--- src/rtl/core/bq_pkg.sv ---
// Package for the biquad IIR section: widths, request/response structs,
// register indexes and the microcode table of the sequencer.
// No dependencies.
`timescale 1ns / 1ps
`default_nettype none

package bq_pkg;

   localparam int SAMPLE_WIDTH   = 16;
   localparam int COEF_WIDTH     = 16;
   localparam int COEF_FRAC_BITS = 14;
   localparam int HISTORY_WIDTH  = 24;
   localparam int NUM_COEFS      = 5;
   localparam int CSR_IDX_WIDTH  = 3;
   localparam int PROD_WIDTH     = COEF_WIDTH + HISTORY_WIDTH;
   localparam int RND_WIDTH      = PROD_WIDTH - COEF_FRAC_BITS;
   localparam int ACC_WIDTH      = RND_WIDTH + 2;
   localparam int STEP_WIDTH     = 3;

   typedef struct packed {
      logic signed [SAMPLE_WIDTH-1:0] sample_in;
      logic                           clear_history;
   } req_type;

   typedef struct packed {
      logic signed [SAMPLE_WIDTH-1:0] sample_out;
      logic                           clipped;
   } rsp_type;

   typedef enum logic [CSR_IDX_WIDTH-1:0] {
      CSR_FB_COEF_1 = 3'd0,
      CSR_FB_COEF_2 = 3'd1,
      CSR_FF_COEF_0 = 3'd2,
      CSR_FF_COEF_1 = 3'd3,
      CSR_FF_COEF_2 = 3'd4
   } csr_index_type;

   typedef enum logic [1:0] {
      OPND_H1 = 2'd0,
      OPND_H2 = 2'd1,
      OPND_W  = 2'd2
   } opnd_type;

   typedef enum logic [1:0] {
      ACC_HOLD      = 2'd0,
      ACC_LOAD_X    = 2'd1,
      ACC_LOAD_PROD = 2'd2,
      ACC_ADD       = 2'd3
   } acc_op_type;

   typedef enum logic [1:0] {
      COND_ALWAYS   = 2'd0,
      COND_REQ      = 2'd1,
      COND_OUT_FREE = 2'd2
   } cond_type;

   typedef enum logic [STEP_WIDTH-1:0] {
      STEP_IDLE     = 3'd0,
      STEP_MUL_FB1  = 3'd1,
      STEP_MUL_FB2  = 3'd2,
      STEP_SAT_W    = 3'd3,
      STEP_MUL_FF0  = 3'd4,
      STEP_MUL_FF2  = 3'd5,
      STEP_FINISH   = 3'd6
   } step_type;

   typedef struct packed {
      cond_type      cond;
      step_type      target;
      logic          mul_en;
      csr_index_type coef_sel;
      opnd_type      opnd;
      acc_op_type    acc_op;
      logic          sat_w;
      logic          finish;
   } ctrl_type;

   function automatic ctrl_type bq_rom(input logic [STEP_WIDTH-1:0] step);
      ctrl_type c;
      c = '{cond: COND_ALWAYS, target: STEP_IDLE, mul_en: 1'b0, coef_sel: CSR_FB_COEF_1,
            opnd: OPND_H1, acc_op: ACC_HOLD, sat_w: 1'b0, finish: 1'b0};
      unique case (step)
         STEP_IDLE: begin
            c.cond   = COND_REQ;
            c.target = STEP_MUL_FB1;
            c.acc_op = ACC_LOAD_X;
         end
         STEP_MUL_FB1: begin
            c.target   = STEP_MUL_FB2;
            c.mul_en   = 1'b1;
            c.coef_sel = CSR_FB_COEF_1;
            c.opnd     = OPND_H1;
         end
         STEP_MUL_FB2: begin
            c.target   = STEP_SAT_W;
            c.mul_en   = 1'b1;
            c.coef_sel = CSR_FB_COEF_2;
            c.opnd     = OPND_H2;
            c.acc_op   = ACC_ADD;
         end
         STEP_SAT_W: begin
            c.target   = STEP_MUL_FF0;
            c.mul_en   = 1'b1;
            c.coef_sel = CSR_FF_COEF_1;
            c.opnd     = OPND_H1;
            c.sat_w    = 1'b1;
         end
         STEP_MUL_FF0: begin
            c.target   = STEP_MUL_FF2;
            c.mul_en   = 1'b1;
            c.coef_sel = CSR_FF_COEF_0;
            c.opnd     = OPND_W;
            c.acc_op   = ACC_LOAD_PROD;
         end
         STEP_MUL_FF2: begin
            c.target   = STEP_FINISH;
            c.mul_en   = 1'b1;
            c.coef_sel = CSR_FF_COEF_2;
            c.opnd     = OPND_H2;
            c.acc_op   = ACC_ADD;
         end
         STEP_FINISH: begin
            c.cond   = COND_OUT_FREE;
            c.target = STEP_IDLE;
            c.finish = 1'b1;
         end
         default: begin
            c.target = STEP_IDLE;
         end
      endcase
      return c;
   endfunction

endpackage

`default_nettype wire

--- src/rtl/core/biquad_iir_filter.sv ---
// Biquad IIR section, direct form II, microcoded around one shared multiplier.
// Requests are taken only in STEP_IDLE, so no new one enters until the last is done.
// The steps MUL_FB1, MUL_FB2, SAT_W, MUL_FF0 and MUL_FF2 pass the five products one at
// a time through the single multiplier; FINISH waits while rsp_ready holds an earlier response.
// Synchronous active-high reset: coefficients to 0 except ff_coef_0 = 1.0,
// history cleared, sequencer idle. Depends on bq_pkg.
`timescale 1ns / 1ps
`default_nettype none

module biquad_iir_filter (
   input  wire logic                                clock,
   input  wire logic                                reset,
   input  wire logic                                req_valid,
   output logic                                     req_ready,
   input  wire bq_pkg::req_type                     req_data,
   output logic                                     rsp_valid,
   input  wire logic                                rsp_ready,
   output bq_pkg::rsp_type                          rsp_data,
   input  wire logic                                csr_valid,
   output logic                                     csr_ready,
   input  wire logic [bq_pkg::CSR_IDX_WIDTH-1:0]    csr_index,
   input  wire logic [bq_pkg::COEF_WIDTH-1:0]       csr_data
);
   import bq_pkg::*;

   localparam logic signed [ACC_WIDTH-1:0] HIST_MAX = ACC_WIDTH'((2 ** (HISTORY_WIDTH - 1)) - 1);
   localparam logic signed [ACC_WIDTH-1:0] HIST_MIN = -HIST_MAX - ACC_WIDTH'(1);
   localparam logic signed [ACC_WIDTH-1:0] SAMP_MAX = ACC_WIDTH'((2 ** (SAMPLE_WIDTH - 1)) - 1);
   localparam logic signed [ACC_WIDTH-1:0] SAMP_MIN = -SAMP_MAX - ACC_WIDTH'(1);
   localparam logic [PROD_WIDTH-1:0]       RND_HALF = PROD_WIDTH'(2 ** (COEF_FRAC_BITS - 1));
   localparam logic [CSR_IDX_WIDTH-1:0]    CSR_LIMIT = CSR_IDX_WIDTH'(NUM_COEFS);
   localparam logic [COEF_WIDTH-1:0]       COEF_ONE = COEF_WIDTH'(2 ** COEF_FRAC_BITS);

   logic [STEP_WIDTH-1:0]          step_ff, step_in;
   logic [COEF_WIDTH-1:0]          coef_ff [NUM_COEFS];
   logic signed [HISTORY_WIDTH-1:0] h1_ff, h2_ff, w_ff;
   logic signed [PROD_WIDTH-1:0]   prod_ff;
   logic signed [ACC_WIDTH-1:0]    acc_ff;
   logic                           clip_ff;
   logic                           rsp_valid_ff;
   rsp_type                        rsp_ff;

   ctrl_type                       ctrl;
   logic                           cond_ok;
   logic                           req_fire;
   logic                           out_free;
   logic signed [COEF_WIDTH-1:0]   coef_mux;
   logic signed [HISTORY_WIDTH-1:0] opnd_mux;
   logic signed [PROD_WIDTH-1:0]   mul_res;
   logic [PROD_WIDTH-1:0]          rnd_full;
   logic signed [RND_WIDTH-1:0]    rnd_val;
   logic signed [ACC_WIDTH-1:0]    acc_sum;
   logic signed [HISTORY_WIDTH-1:0] w_sat;
   logic                           w_clip;
   logic signed [SAMPLE_WIDTH-1:0] y_sat;
   logic                           y_clip;

   assign ctrl      = bq_rom(step_ff);
   assign req_ready = (step_ff == STEP_IDLE);
   assign req_fire  = req_valid && req_ready;
   assign out_free  = !rsp_valid_ff || rsp_ready;
   assign csr_ready = 1'b1;
   assign rsp_valid = rsp_valid_ff;
   assign rsp_data  = rsp_ff;

   always_comb begin
      unique case (ctrl.cond)
         COND_REQ:      cond_ok = req_fire;
         COND_OUT_FREE: cond_ok = out_free;
         default:       cond_ok = 1'b1;
      endcase
      step_in = cond_ok ? ctrl.target : step_ff;
   end

   always_comb begin
      coef_mux = $signed(coef_ff[ctrl.coef_sel]);
      unique case (ctrl.opnd)
         OPND_H2: opnd_mux = h2_ff;
         OPND_W:  opnd_mux = w_ff;
         default: opnd_mux = h1_ff;
      endcase
   end

   assign mul_res  = PROD_WIDTH'(coef_mux) * PROD_WIDTH'(opnd_mux);
   assign rnd_full = prod_ff + RND_HALF;
   assign rnd_val  = rnd_full[PROD_WIDTH-1:COEF_FRAC_BITS];
   assign acc_sum  = acc_ff + ACC_WIDTH'(rnd_val);

   always_comb begin
      w_clip = 1'b1;
      priority if (acc_sum > HIST_MAX) begin
         w_sat = HIST_MAX[HISTORY_WIDTH-1:0];
      end else if (acc_sum < HIST_MIN) begin
         w_sat = HIST_MIN[HISTORY_WIDTH-1:0];
      end else begin
         w_sat  = acc_sum[HISTORY_WIDTH-1:0];
         w_clip = 1'b0;
      end
      y_clip = 1'b1;
      priority if (acc_sum > SAMP_MAX) begin
         y_sat = SAMP_MAX[SAMPLE_WIDTH-1:0];
      end else if (acc_sum < SAMP_MIN) begin
         y_sat = SAMP_MIN[SAMPLE_WIDTH-1:0];
      end else begin
         y_sat  = acc_sum[SAMPLE_WIDTH-1:0];
         y_clip = 1'b0;
      end
   end

   always_ff @(posedge clock) begin
      if (reset) begin
         step_ff      <= STEP_IDLE;
         rsp_valid_ff <= 1'b0;
         clip_ff      <= 1'b0;
         h1_ff        <= '0;
         h2_ff        <= '0;
         for (int i = 0; i < NUM_COEFS; i++) begin
            coef_ff[i] <= (i == int'(CSR_FF_COEF_0)) ? COEF_ONE : '0;
         end
      end else begin
         step_ff <= step_in;
         if (csr_valid && (csr_index < CSR_LIMIT)) begin
            coef_ff[csr_index] <= csr_data;
         end
         priority if (ctrl.finish && out_free) begin
            rsp_valid_ff <= 1'b1;
         end else if (rsp_valid_ff && rsp_ready) begin
            rsp_valid_ff <= 1'b0;
         end
         if (req_fire) begin
            clip_ff <= 1'b0;
            if (req_data.clear_history) begin
               h1_ff <= '0;
               h2_ff <= '0;
            end
         end
         if (ctrl.sat_w) begin
            clip_ff <= w_clip;
         end
         if (ctrl.finish && out_free) begin
            h2_ff        <= h1_ff;
            h1_ff        <= w_ff;
         end
      end
   end

   always_ff @(posedge clock) begin
      if (ctrl.mul_en) begin
         prod_ff <= mul_res;
      end
      if (ctrl.sat_w) begin
         w_ff <= w_sat;
      end
      if (ctrl.finish && out_free) begin
         rsp_ff.sample_out <= y_sat;
         rsp_ff.clipped    <= clip_ff | y_clip;
      end
      unique case (ctrl.acc_op)
         ACC_LOAD_X: begin
            if (req_fire) begin
               acc_ff <= ACC_WIDTH'($signed(req_data.sample_in));
            end
         end
         ACC_LOAD_PROD: acc_ff <= ACC_WIDTH'(rnd_val);
         ACC_ADD:       acc_ff <= acc_sum;
         default:       acc_ff <= acc_ff;
      endcase
   end

endmodule

`default_nettype wire
--- config.mk ---
export PLATFORM = sky130hd
export DESIGN_NAME = biquad_iir_filter
export DESIGN_NICKNAME = d
export VERILOG_FILES = /design/src/rtl/core/bq_pkg.sv /design/src/rtl/core/biquad_iir_filter.sv
export SDC_FILE = /design/constraint.sdc
export NUM_CORES = 2
export LEC_CHECK = 0
export BUFFER_PORTS_ARGS = -buffer_cell sky130_fd_sc_hd__buf_2
export CAP_MARGIN = 5
export CORE_AREA = 2 2 277 197
export CTS_BUF_LIST = sky130_fd_sc_hd__clkbuf_2 sky130_fd_sc_hd__clkbuf_4 sky130_fd_sc_hd__clkbuf_8
export DETAILED_ROUTE_END_ITERATION = 10
export DIE_AREA = 0 0 279 199
export PLACE_DENSITY_LB_ADDON = 0.12
export SLEW_MARGIN = 20
export SYNTH_ARGS = -nofsm -noshare
export SYNTH_HDL_FRONTEND = slang
export SYNTH_SLANG_ARGS = --single-unit
--- constraint.sdc ---
create_clock -name clock -period 24.9 [get_ports clock]
set_input_delay 0 -clock clock [delete_from_list [all_inputs] [get_ports clock]]
set_output_delay 0 -clock clock [all_outputs]
set_load 0.01 [all_outputs]
==> summary.txt <==
Status
  • Status: finished clean

Run
  • Max_cap viols: 0

Clock network
  • Clk slew on worst S/H paths: roughly 0.07 ns
  • Clock Path Buffers: 3
  • # clock sinks: 273
  • TritonCTS clock tree: built
  • Cts repair resizes: 0
  • Post-CTS setup buffer count: 0
  • Clk root buf: clkbuf_8
  • TritonCTS Buffers: 39
  • Cts hold-fix bufs: 38
  • H-tree levels: 2
  • Worst-Skew Late Latency: 0.58 ns

Timing
  • Period Utilization, post-route: 40.9%
  • FMAX: between 90 and 100 MHz
  • Setup tns final: 0 ns
  • RSZ-0062 raised after global routing: false
  • Tmin final: 10.19 ns
  • Worst Skew: slightly below 0.04 ns
  • Measured slew at the worst slew-check pin: 1.21 ns
  • # setup viols final: 0
  • Final Hold Fails: 0
  • Max-slew violations: 0
  • Slew margin rel.: 18.9%
  • Worst setup margin: 14.71 ns

GRT
  • Grt ovf: 0
  • Vias in the first global route: ~21000
  • Antenna violations before repair: 0
  • Global-route wire length before repair: 121 mm
  • Gr usage total: 28.5%
  • Largest net degree at the start of global routing: 66

Cells and area
  • Footprint of the multi-input gates: around 18000 µm²
  • Antenna Cells: 0
  • Final core occ: roughly 56%
  • Final net count: about 3400
  • Filler Cells Inserted: 4696
  • FF+latch area: 7670 µm²
  • Final instance count without filler cells: approximately 3600
  • Area delta synth->final: 9.28%
  • Share of cells above drive strength 1: 9.40%

Route
  • 1st-iter DRT viols: 1808
  • Detailed-router iteration count before antenna repair: 6
  • DR vias: 20500
  • DR WL/cell: between 20 and 25 µm
  • Total wire length: around 76 mm
  • DRC Markers: 0
  • Antenna Nets Post-Route: 0
  • DR vias/cell: around 5.7

Worst setup path
  • WS Path Type: reg -> reg
  • Slowest cell on the critical path: o21ai_1
  • Worst EP arrival: 10.51 ns
  • CP max FO: 32
  • Startpoint types: register
  • CP required: 25.22 ns
  • Most used cell along the critical path: fa_1
  • CP Capture Type: register
  • Largest stage delay, worst path: around 0.97 ns

Power
  • Pwr/cell area: 49.6 nW/µm²
  • Leak pwr: about 13 nW
  • Total chip power: 1.48 mW
  • Worst IR drop on VDD: 0.0451 mV

Synth
  • Netlist Area Pre-Place: 27300 µm²
  • Distinct cells, synth: between 70 and 80
  • EDFF count, synth: 220
  • Number of synthesized register bits: 273
  • Most used DFF post-synth: edfxtp_1
  • Mean Syn Cell Area: 9.91 µm²
  • Yosys warning count: 0
  • Ys async rst share: 0%
  • Seq/Total Area, Yosys: 28.1%
  • Synth Instances: 2755

Floorplanning
  • I/O pin count: 61
  • DIE WIDTH: between 200 and 300 µm
  • Initial Util: about half
  • Die area: between 50000 and 60000 µm²
  • Cell Rows: 71
  • Die Y: 199 µm
  • Core Area: around 53000 µm²

Worst hold path
  • HP Class: in -> reg

Placement
  • Post-DP HPWL: 57.3 mm
  • Inst Count DP: between 3000 and 4000
  • Routability-driven placement congestion ratio: around 0.93
  • # port buffers: slightly below 60
  • Place WS: between 10 and 15 ns
## power breakdown
part | leakage, nW | switching (mW) | internal (mW) | total [mW]
Sequential | 2.52 | 0.0173 | 0.549 | 0.566
Clock | 0.444 | 0.191 | 0.208 | 0.399
Combinational | 10.2 | 0.348 | 0.167 | 0.515
## per-stage QoR
stage / cell area, µm² / hold slack [ns]
after global routing: 29800 / 0.111
after global placement: 28600 / 0.254
final: 29800 / 0.111
after CTS: 29800 / 0.0869
after floorplan: 27500 / 0.0989
after detailed placement: 28600 / 0.256
## logic make-up after synthesis
logic type	count (synthesis)	share of synthesized area, %
AO/OA/AOI/OAI	445	11.0
XOR/XNOR	87	2.84
adder cells (fa/ha/maj)	502	33.3
buffers and inverters	604	8.39
flip-flops	273	28.1
multiplexers	49	3.13
other	2	0.0275
AND/OR/NAND/NOR	793	13.3
## registers in the layout, summed over array words and instances, names as in the netlist
register   cells
h2_ff         24
w_ff          24
coef_ff      124
prod_ff       27
clip_ff        1
acc_ff        28
step_ff        3
rsp_data      17
h1_ff         24
rsp_valid      1
## synth_stat cells, types with 11 or more instances
cell type,number,area share (%)
a21o_1,31,0.85
a21oi_1,99,1.8
a22oi_1,93,2.6
and2_1,121,2.8
clkbuf_1,115,1.6
dfxtp_1,53,3.9
edfxtp_1,220,24
fa_1,374,27
ha_1,128,5.9
inv_1,475,6.5
mux2_2,11,0.45
mux4_2,28,2.3
nand2_1,292,4.0
nand2b_1,26,0.60
nand3_1,20,0.37
nand4_1,14,0.32
nor2_1,239,3.3
nor2b_1,16,0.37
nor3_1,14,0.26
o211ai_1,17,0.47
o21a_1,25,0.69
o21ai_0,71,1.3
o21ai_1,18,0.33
o21ai_2,12,0.38
or2_2,12,0.27
xnor2_1,54,1.7
xor2_1,32,1.0
## metal layers
layer	GRT usage, %	wire, µm
met5	0	0
met1	41.5	34000
met3	4.91	6230
met4	6.53	1780
met2	45.1	34400
## final cells by class
type	instances	share of cell area, %
tap	693	2.91
clock buffer	62	2.44
sequential	273	25.7
clock inverter	10	0.377
inverter	477	6.00
timing repair buffer	150	3.61
multi-input combinational	1921	59.0
## cell usage in the layout, fill, tap and decap left out, types with 8 or more instances in the layout
master         synthesis  layout
edfxtp_1             220     220
clkbuf_8               0      42
xnor2_1               54      54
a21o_1                31      31
dlygate4sd3_1          0      39
xor2_1                32      32
o22ai_1                8       8
o221ai_1              10      10
buf_2                  2      58
o21ai_0               71      67
o211ai_1              17      17
nand2_1              292     292
o21a_1                25      25
buf_4                  2      53
nand2b_1              26      26
nor2b_1               16      16
o21ai_2               12      17
nand4_1               14      14
nor2_1               239     237
a22oi_1               93      93
nor3_1                14      14
and2_1               121     121
and3_1                10       9
nand3_1               20      20
ha_1                 128     126
fa_1                 374     374
mux4_2                28      28
or2_2                 12      12
a21oi_1               99      98
conb_1                 2      45
inv_1                475     475
clkbuf_4               0      20
o2bb2ai_1              9       9
mux2_2                11      11
o21ai_1               18      17
dfxtp_1               53      52
## critical path, delay by kind of cell, from the launching register on
| family | cells | cell delay [ns] |
|---|---|---|
| adders and majority gates | 8 | 4.09 |
| and+or+nand+nor | 5 | 1.44 |
| AOI/OAI and AO/OA | 11 | 3.33 |
| DFF | 1 | 0.34 |
| buffers and inverters | 6 | 0.61 |
| xor gates and xnor gates | 1 | 0.11 |
## worst paths after layout
| check | startpoint | endpoint | slack [ns] | cells after the start |
|---|---|---|---|---|
| min reg2reg | h2_ff[9]$_SDFFE_PP0P_ | h2_ff[9]$_SDFFE_PP0P_ | 0.50 | 2 |
| max | step_ff[0]$_SDFFE_PP0P_ | prod_ff[30]$_DFFE_PN_ | 14.71 | 31 |
| min | csr_index[2] | coef_ff[0][4]$_SDFFCE_PN0P_ | 0.11 | 4 |
| max reg2reg | step_ff[0]$_SDFFE_PP0P_ | prod_ff[30]$_DFFE_PN_ | 14.71 | 31 |
No activity file was read; power rests on OpenSTA's default activity.
